File: config.mk
export PLATFORM = sky130hd
export DESIGN_NAME = scalar_kalman_filter_unit
export DESIGN_NICKNAME = d
export VERILOG_FILES = /design/src/rtl/skf_pkg.sv /design/src/rtl/scalar_kalman_filter_unit.sv /design/src/rtl/skf_ctrl.sv /design/src/rtl/skf_datapath.sv
export SDC_FILE = /design/constraint.sdc
export NUM_CORES = 2
export LEC_CHECK = 0
export ABC_AREA = 1
export BUFFER_PORTS_ARGS = -buffer_cell sky130_fd_sc_hd__buf_4
export CAP_MARGIN = 0
export CORE_ASPECT_RATIO = 2
export CORE_MARGIN = 1.5
export CORE_UTILIZATION = 69
export DETAILED_ROUTE_END_ITERATION = 6
export PLACE_DENSITY = 0.89
export SLEW_MARGIN = 20
export SYNTH_ARGS = -nofsm -noshare
export SYNTH_HDL_FRONTEND = slang
export SYNTH_SLANG_ARGS = --single-unit
File: constraint.sdc
create_clock -name clk -period 16.55 [get_ports clk]
set_clock_uncertainty 0.1 [all_clocks]
set_input_delay 3.31 -clock clk [delete_from_list [all_inputs] [get_ports clk]]
set_output_delay 3.31 -clock clk [all_outputs]
set_load 0.05 [all_outputs]
File: src/rtl/skf_pkg.sv
// shared types and constants for the scalar kalman filter unit
// no dependencies
`default_nettype none
package skf_pkg;

	localparam int FRAC_BITS = 16;
	localparam int GAIN_BITS = 16;
	localparam int DIV_STEPS = GAIN_BITS + 1;

	localparam logic [31:0] FIX_ONE   = 32'(64'd1 << FRAC_BITS);
	localparam logic [31:0] Q_RESET   = 32'((64'd65 << FRAC_BITS) >> 16);
	localparam logic [GAIN_BITS:0] GAIN_ONE = (GAIN_BITS + 1)'(1 << GAIN_BITS);

	localparam int CFG_IDX_W = 8;
	localparam logic [CFG_IDX_W-1:0] REG_PROCESS_NOISE    = 8'd0;
	localparam logic [CFG_IDX_W-1:0] REG_MEASURE_NOISE    = 8'd1;
	localparam logic [CFG_IDX_W-1:0] REG_START_ESTIMATE   = 8'd2;
	localparam logic [CFG_IDX_W-1:0] REG_START_COVARIANCE = 8'd3;

	// commands from controller to datapath
	typedef struct packed {
		logic accept;
		logic den;
		logic div_first;
		logic div_step;
		logic mul1;
		logic mul2;
		logic fin;
	} skf_cmd_t;

endpackage
`default_nettype wire

File: src/rtl/scalar_kalman_filter_unit.sv
// top level of the scalar kalman filter unit: stream ports, config port
// depends on skf_pkg, skf_ctrl, skf_datapath
// a request runs through the states DEN, DIV (the 17-step restoring divider), MUL1, MUL2 and FIN
// the unit takes no new request before the last one has left FIN
// the result sits in an output register, so a stalled result does not block acceptance of the next request
// arst_n resets control, the config registers and the filter state to their defaults
`default_nettype none
module scalar_kalman_filter_unit (
	input  wire logic        clk,
	input  wire logic        arst_n,
	// input stream
	input  wire logic        s_tvalid,
	output logic             s_tready,
	input  wire logic [31:0] s_tdata,   // [31:0] sample
	input  wire logic        s_tuser,   // [0] restart
	// result stream
	output logic             m_tvalid,
	input  wire logic        m_tready,
	output logic [87:0]      m_tdata,   // [31:0] estimate, [63:32] covariance, [80:64] gain
	// config write channel
	input  wire logic        cfg_valid,
	output logic             cfg_ready,
	input  wire logic [skf_pkg::CFG_IDX_W-1:0] cfg_index,
	input  wire logic [31:0] cfg_data
);

	skf_pkg::skf_cmd_t cmd;

	logic [31:0]                 est_out;
	logic [31:0]                 cov_out;
	logic [skf_pkg::GAIN_BITS:0] gain_out;

	// config registers are always writable; writes must come only while idle, the block does not enforce it
	assign cfg_ready = 1'b1;

	skf_ctrl u_ctrl (
		.clk       (clk),
		.arst_n    (arst_n),
		.in_valid  (s_tvalid),
		.in_ready  (s_tready),
		.out_valid (m_tvalid),
		.out_ready (m_tready),
		.cmd       (cmd)
	);

	skf_datapath u_dp (
		.clk        (clk),
		.arst_n     (arst_n),
		.cmd        (cmd),
		.cfg_we     (cfg_valid && cfg_ready),
		.cfg_index  (cfg_index),
		.cfg_data   (cfg_data),
		.sample     (s_tdata),
		.restart    (s_tuser),
		.estimate   (est_out),
		.covariance (cov_out),
		.gain       (gain_out)
	);

	// pack result fields, pad to whole bytes
	assign m_tdata = {7'd0, gain_out, cov_out, est_out};

	// one request in flight: accepting closes the input side
	a_one_in_flight: assert property (@(posedge clk) disable iff (!arst_n)
		(s_tvalid && s_tready) |=> !s_tready)
		else $error("second request accepted while one is in flight");

	// gain never exceeds one
	a_gain_range: assert property (@(posedge clk) disable iff (!arst_n)
		m_tvalid |-> (m_tdata[80:64] <= skf_pkg::GAIN_ONE))
		else $error("gain above one");

	// the divider never runs while the input side is open
	a_div_busy: assert property (@(posedge clk) disable iff (!arst_n)
		cmd.div_step |-> !s_tready)
		else $error("divider active while ready");

	// a result is written only when the output register is free or drained
	a_fin_free: assert property (@(posedge clk) disable iff (!arst_n)
		cmd.fin |-> (!m_tvalid || m_tready))
		else $error("result overwritten before it was taken");

endmodule
`default_nettype wire

File: src/rtl/skf_ctrl.sv
// sequencing state machine for the scalar kalman filter unit
// depends on skf_pkg
`default_nettype none
module skf_ctrl (
	input  wire logic            clk,
	input  wire logic            arst_n,
	input  wire logic            in_valid,
	output logic                 in_ready,
	output logic                 out_valid,
	input  wire logic            out_ready,
	output skf_pkg::skf_cmd_t    cmd
);

	localparam logic [2:0] ST_IDLE = 3'd0;
	localparam logic [2:0] ST_DEN  = 3'd1;
	localparam logic [2:0] ST_DIV  = 3'd2;
	localparam logic [2:0] ST_MUL1 = 3'd3;
	localparam logic [2:0] ST_MUL2 = 3'd4;
	localparam logic [2:0] ST_FIN  = 3'd5;

	logic [2:0] state_q;
	logic [4:0] step_q;
	logic       out_valid_q;
	logic       fire;

	assign in_ready  = (state_q == ST_IDLE);
	assign out_valid = out_valid_q;
	assign fire      = !out_valid_q || out_ready;

	always_comb begin
		cmd           = '0;
		cmd.accept    = (state_q == ST_IDLE) && in_valid;
		cmd.den       = (state_q == ST_DEN);
		cmd.div_step  = (state_q == ST_DIV);
		cmd.div_first = (state_q == ST_DIV) && (step_q == 5'd0);
		cmd.mul1      = (state_q == ST_MUL1);
		cmd.mul2      = (state_q == ST_MUL2);
		cmd.fin       = (state_q == ST_FIN) && fire;
	end

	always_ff @(posedge clk or negedge arst_n) begin
		if (!arst_n) begin
			state_q     <= ST_IDLE;
			step_q      <= '0;
			out_valid_q <= 1'b0;
		end else begin
			if (cmd.fin) begin
				out_valid_q <= 1'b1;
			end else if (out_ready) begin
				out_valid_q <= 1'b0;
			end
			case (state_q)
				ST_IDLE: begin
					if (in_valid) state_q <= ST_DEN;
				end
				ST_DEN: begin
					step_q  <= '0;
					state_q <= ST_DIV;
				end
				ST_DIV: begin
					if (step_q == 5'(skf_pkg::DIV_STEPS - 1)) begin
						state_q <= ST_MUL1;
					end
					step_q <= step_q + 5'd1;
				end
				ST_MUL1: state_q <= ST_MUL2;
				ST_MUL2: state_q <= ST_FIN;
				ST_FIN: begin
					if (fire) state_q <= ST_IDLE;
				end
				default: state_q <= ST_IDLE;
			endcase
		end
	end

endmodule
`default_nettype wire

File: src/rtl/skf_datapath.sv
// registers, divider and multipliers of the scalar kalman filter unit
// depends on skf_pkg
`default_nettype none
module skf_datapath (
	input  wire logic                            clk,
	input  wire logic                            arst_n,
	input  wire skf_pkg::skf_cmd_t               cmd,
	input  wire logic                            cfg_we,
	input  wire logic [skf_pkg::CFG_IDX_W-1:0]   cfg_index,
	input  wire logic [31:0]                     cfg_data,
	input  wire logic [31:0]                     sample,
	input  wire logic                            restart,
	output logic [31:0]                          estimate,
	output logic [31:0]                          covariance,
	output logic [skf_pkg::GAIN_BITS:0]          gain
);

	localparam int GW = skf_pkg::GAIN_BITS + 1;

	logic [31:0] q_noise_q, r_noise_q, start_est_q, start_cov_q;
	logic [31:0] est_cur_q, cov_cur_q;

	logic [31:0] sample_q, est_q, pred_q;
	logic [32:0] den_q, innov_q;
	logic        den_zero_q;
	logic [33:0] rem_q;
	logic [GW-1:0] quot_q, gain_q;
	logic signed [GW+33:0] prod_e_q;
	logic [GW+31:0] prod_c_q;
	logic [31:0] est_new_q;

	logic [31:0] sel_est, sel_cov;
	logic [32:0] pred_sum;
	logic [33:0] rem_t;
	logic        rem_ge;
	logic [GW-1:0] gain_use;
	logic [31:0] cov_new;

	assign sel_est  = restart ? start_est_q : est_cur_q;
	assign sel_cov  = restart ? start_cov_q : cov_cur_q;
	assign pred_sum = {1'b0, sel_cov} + {1'b0, q_noise_q};

	// first step tests the integer bit, later steps shift in zeros
	assign rem_t  = cmd.div_first ? rem_q : {rem_q[32:0], 1'b0};
	assign rem_ge = rem_t >= {1'b0, den_q};

	assign gain_use = den_zero_q ? '0 : quot_q;
	assign cov_new  = prod_c_q[skf_pkg::GAIN_BITS +: 32];

	always_ff @(posedge clk or negedge arst_n) begin
		if (!arst_n) begin
			q_noise_q   <= skf_pkg::Q_RESET;
			r_noise_q   <= skf_pkg::FIX_ONE;
			start_est_q <= '0;
			start_cov_q <= skf_pkg::FIX_ONE;
			est_cur_q   <= '0;
			cov_cur_q   <= skf_pkg::FIX_ONE;
		end else begin
			if (cfg_we) begin
				case (cfg_index)
					skf_pkg::REG_PROCESS_NOISE:    q_noise_q   <= cfg_data;
					skf_pkg::REG_MEASURE_NOISE:    r_noise_q   <= cfg_data;
					skf_pkg::REG_START_ESTIMATE:   start_est_q <= cfg_data;
					skf_pkg::REG_START_COVARIANCE: start_cov_q <= cfg_data;
					default: ;
				endcase
			end
			if (cmd.fin) begin
				est_cur_q <= est_new_q;
				cov_cur_q <= cov_new;
			end
		end
	end

	always_ff @(posedge clk) begin
		if (cmd.accept) begin
			sample_q <= sample;
			est_q    <= sel_est;
			pred_q   <= pred_sum[32] ? 32'hFFFF_FFFF : pred_sum[31:0];
		end
		if (cmd.den) begin
			den_q      <= {1'b0, pred_q} + {1'b0, r_noise_q};
			den_zero_q <= (pred_q == '0) && (r_noise_q == '0);
			innov_q    <= {sample_q[31], sample_q} - {est_q[31], est_q};
			rem_q      <= {2'b00, pred_q};
			quot_q     <= '0;
		end
		if (cmd.div_step) begin
			rem_q  <= rem_ge ? rem_t - {1'b0, den_q} : rem_t;
			quot_q <= {quot_q[GW-2:0], rem_ge};
		end
		if (cmd.mul1) begin
			gain_q   <= gain_use;
			prod_e_q <= $signed({1'b0, gain_use}) * $signed(innov_q);
		end
		if (cmd.mul2) begin
			prod_c_q  <= (skf_pkg::GAIN_ONE - gain_q) * pred_q;
			// arithmetic shift of the product is the floor of the scaled step
			est_new_q <= est_q + prod_e_q[skf_pkg::GAIN_BITS +: 32];
		end
		if (cmd.fin) begin
			estimate   <= est_new_q;
			covariance <= cov_new;
			gain       <= gain_q;
		end
	end

endmodule
`default_nettype wire

==> flow_summary.ini, run 1 <==
[grt]
grt_pass1_wl_mm = 469
grt_usage = 0.614
grt_pass1_vias = 71838
grt_max_degree = 120
overflow = 92

[status]
status = aborted with a tool error
lastStage = global routing (5_1_grt)
error_line = [ERROR GRT-0116] Global routing finished with congestion. Check the congestion regions in the DRC Viewer.

[synthesis]
synthXorXnorAreaFrac = 0.0272
synth.area.mux_share = 0
ys_seq_area_frac = 0.238
syn_inst = 8529
synth_top_family_by_area = adder cells
synth_compound_area_frac = 0.0678
synth_area_um2 = 72700
synth_adder_area_share = 0.386
ys_ff_latch = 609
ys_warn_count = 0
syn_area_per_cell_um2 = 8.52
yosys.area_share.simple = 0.172
ys_types = 50

[floorplan]
initial_core_util = 0.694
die_y_um = 462
die_x_um = 232
design.portCount = 169
row_count = 168

[cts]
numCtsBuffers = 55
cts_root_buf = clkbuf_16
cts_sinks = 609
clockBufferDepth = 3
cts-resized-gates = 0
cts_setup_buffers = 0
h-tree-depth = 2
ctsHoldBuffers = 0

[place]
dp_slack_ps = 6980
gp_congestion = 1.13
dp_hpwl_mm = 224
io_buffers = 160
## cell usage after synthesis (all sizes together)
cell type / n / area share
inv: 1814 / 0.094
nand2: 1776 / 0.092
fa: 1137 / 0.31
nor2: 953 / 0.049
o21ai: 449 / 0.031
ha: 424 / 0.073
edfxtp: 408 / 0.17
a21oi: 288 / 0.020
clkbuf: 243 / 0.013
nand3: 235 / 0.016
dfrtp: 196 / 0.067
xor2: 135 / 0.016
xnor2: 91 / 0.011
nor3: 52 / 0.0040
a21o: 48 / 0.0050
nand4: 36 / 0.0031
nor4: 36 / 0.0031
nand3b: 28 / 0.0029
buf: 26 / 0.0020
o21bai: 26 / 0.0027
a31oi: 24 / 0.0021
a21boi: 23 / 0.0024
o21a: 15 / 0.0015
or2: 10 / 0.00086
a211oi: 9 / 0.00093
clkinv: 9 / 0.00046
o211ai: 7 / 0.00072
dfstp: 5 / 0.0018
and3: 4 / 0.00034
a221oi: 3 / 0.00036
a31o: 3 / 0.00036
conb: 2 / 0.00010
o221ai: 2 / 0.00024
o22ai: 2 / 0.00017
o31ai: 2 / 0.00021
or4: 2 / 0.00021
a41oi: 1 / 0.00012
and2: 1 / 0.000086
nor3b: 1 / 0.00010
o211a: 1 / 0.00014
o31a: 1 / 0.00012
or3: 1 / 0.000086
## stage by stage
stage	util	cell area (um2)	hold slack, ps	cells
4_1_cts	0.738	77200	355	9977
3_5_place_dp	0.719	75300	342	9873
3_3_place_gp	0.719	75300	330	9873
2_1_floorplan	-	72700	324	8535
## logic make-up after synthesis
family                     after synthesis
xor gates and xnor gates               226
adders and majority gates             1561
buffers and inverters                 2092
DFF                                    609
AOI/OAI and AO/OA                      904
and+or+nand+nor                       3135
other                                    2
## per-layer routing
| layer | global-route usage | GRT overflow |
|---|---|---|
| met1 | 0.573 | 0 |
| met2 | 0.889 | 51 |
| met3 | 0.316 | 1 |
| met4 | 0.708 | 39 |
| met5 | 0.0795 | 1 |
==> inputs of run 2 (changes only) <==
Settings changed: CORE_ASPECT_RATIO 2 to unset, CORE_UTILIZATION 69 to 40, PLACE_DENSITY 0.89 to unset, PLACE_DENSITY_LB_ADDON set to 0.15.
==> run 2 against run 1 <==
  * The run now ends clean
  * Synthesized cell count did not move
  * Area after synthesis unchanged
==> flow_summary.ini, run 2 <==
[setup_path]
start_kind = flip-flop
crit_required_ps = 16880
cp_slowest_stage_delay_ps = 1050
cp_slowest_cell = fa_1
critical_path_arrival_ps = 10620
end_kind = flip-flop
cpMostUsedCell = fa_1
path_class = reg2reg
cp_max_fo = 34

[grt]
antenna_found_initial = 8
grt_usage = 0.271
overflow = 0
grt_max_degree = 127
grt_pass1_wl_mm = 375
grt_pass1_vias = 59447

[final_layout]
largest_reg_flops = 34
syn_to_final_growth_pct = 8.82
final_common_cell = inv_1
top_regs = u_dp.rem_q (34), u_dp.den_q (33), u_dp.innov_q (33)
largest_register = u_dp.rem_q
multi_input_area_um2 = 47600
final.fill_count = 17949
nNetsFinal = 10225
regArea_um2 = 17300
final_layout_size_suffix_gt1_frac = 0.0474
final_util = 0.438
final_cell_mix = 1,809 x inv_1, 1,769 x nand2_1, 1,137 x fa_1, 936 x nor2_1, 447 x o21ai_0

[cts]
clockBufferDepth = 3
numCtsBuffers = 71
tritoncts = yes
h-tree-depth = 3
cts-resized-gates = 0
clk_pin_slew_ps = 60
cts_setup_buffers = 0
cts_sinks = 609
ctsHoldBuffers = 0
clk-insertion-delay-late_ps = 710
cts_root_buf = clkbuf_16

[drt]
ant_nets = 0
wl_per_cell_um = 22.2
drc_errors = 0
vias = 56723
vias_per_cell = 5.15
wl_mm = 245
firstDrtPassIters = 5
drt_iter0_drc = 3957

[place]
gp_congestion = 0.946
dp_hpwl_mm = 202
io_buffers = 160

[sta]
rsz0062_at_grt = no
maxSlewHeadroom = 0.278
period_needed_ps = 10300
tightest_slew_ps = 1080
timing.final.max_slew_violations = 0
setup_tns_ps = 0
hold_viol_final = 0
fmax_mhz = 97.1
setup_violations = 0
whs_ps = 344
finalCritPeriodShare = 0.622

[synthesis]
ys.flop_type = edfxtp_1
yosysTopAreaCellShare = 0.313
synth.area.top_cells = fa_1 31%, edfxtp_1 17%, inv_1 9.3%, nand2_1 9.2%, ha_1 7.3%
netlist_top_cells_count = 1,810 x inv_1, 1,774 x nand2_1, 1,137 x fa_1, 952 x nor2_1, 447 x o21ai_0
synthMostInstantiatedCell = inv_1
ys_seq_area_frac = 0.238
synth_largest_area_cell = fa_1
ys_warn_count = 0
syn_inst = 8529
synth_area_um2 = 72700
ys_types = 50
synth-async-reset-ratio = 0.330
ys_ff_latch = 609
syn_area_per_cell_um2 = 8.52
synth_edf_count = 408

[floorplan]
design.portCount = 169
die_area_um2 = 184000
die_x_um = 429
initial_core_util = 0.402
die_y_um = 429
core_um2 = 181000
row_count = 156

[worst_hold_path]
hp-class = reg2reg

[run]
cap_violations = 0

[status]
status = complete, no violations
## run 2: cell counts after synthesis
Identical to the previous run, type by type.
## run 2: routing by layer
layer,wire length (um),part of all wire,GRT usage
met1,103000,0.42,0.355
met2,121000,0.49,0.467
met3,11000,0.045,0.0243
met4,9570,0.039,0.0953
met5,0,0,0
## run 2: final timing paths
kind | start | to | slack, ps | cells past startpoint
hold reg to reg | u_dp.est_new_q[1] | u_dp.estimate[1] | 340 | 0
hold / removal | u_dp.est_new_q[1] | u_dp.estimate[1] | 340 | 0
setup reg to reg | u_dp.gain_q[0] | u_dp.prod_c_q[47] | 6250 | 29
setup / recovery | u_dp.gain_q[0] | u_dp.prod_c_q[47] | 6250 | 29
min in group asynchronous | arst_n | u_dp.start_cov_q[11] | 2570 | 1
max in group asynchronous | arst_n | u_ctrl.step_q[2] | 11750 | 3
## run 2: final cells by class
type	instances	share of cell area
Inverter	1823	0.0866
Timing Repair Buffer	247	0.0235
Clock inverter	38	0.00663
Multi-Input combinational cell	5834	0.602
Sequential cell	609	0.219
Tap cell	2370	0.0375
Antenna cell	7	0.000222
Clock buffer	94	0.0246
## run 2: worst max-delay path, delay by kind of cell, from the launching register on
kind	cells	cell delay, ps
adder cells (fa/ha/maj)	9	5090
AND/OR/NAND/NOR	11	1520
flip-flops	1	370
AO/OA/AOI/OAI	3	920
buffers and inverters	6	1940
## run 2: through the flow
step	setup WS [ps]	cells	area (um2)
detailed placement	6360	10883	76600
floorplan	8440	8535	72700
finish	6250	11022	79100
global route	5650	11015	79100
global placement	6330	10883	76600
CTS	6310	11015	79000
## run 2: logic make-up (layout without fill, tap and decap cells)
kind of cell,after synthesis,count (layout),share of synthesized area
buffers and inverters,2092,2202,0.109
and+or+nand+nor,3135,3135,0.172
adders and majority gates,1561,1561,0.386
AOI/OAI and AO/OA,904,904,0.0678
xor gates and xnor gates,226,226,0.0272
DFF,609,609,0.238
other,2,15,0.000103
Power of run 2 is left out: the tool's default activity adds up to more than one toggle a clock period on the data nets, which glitch-free logic cannot reach.
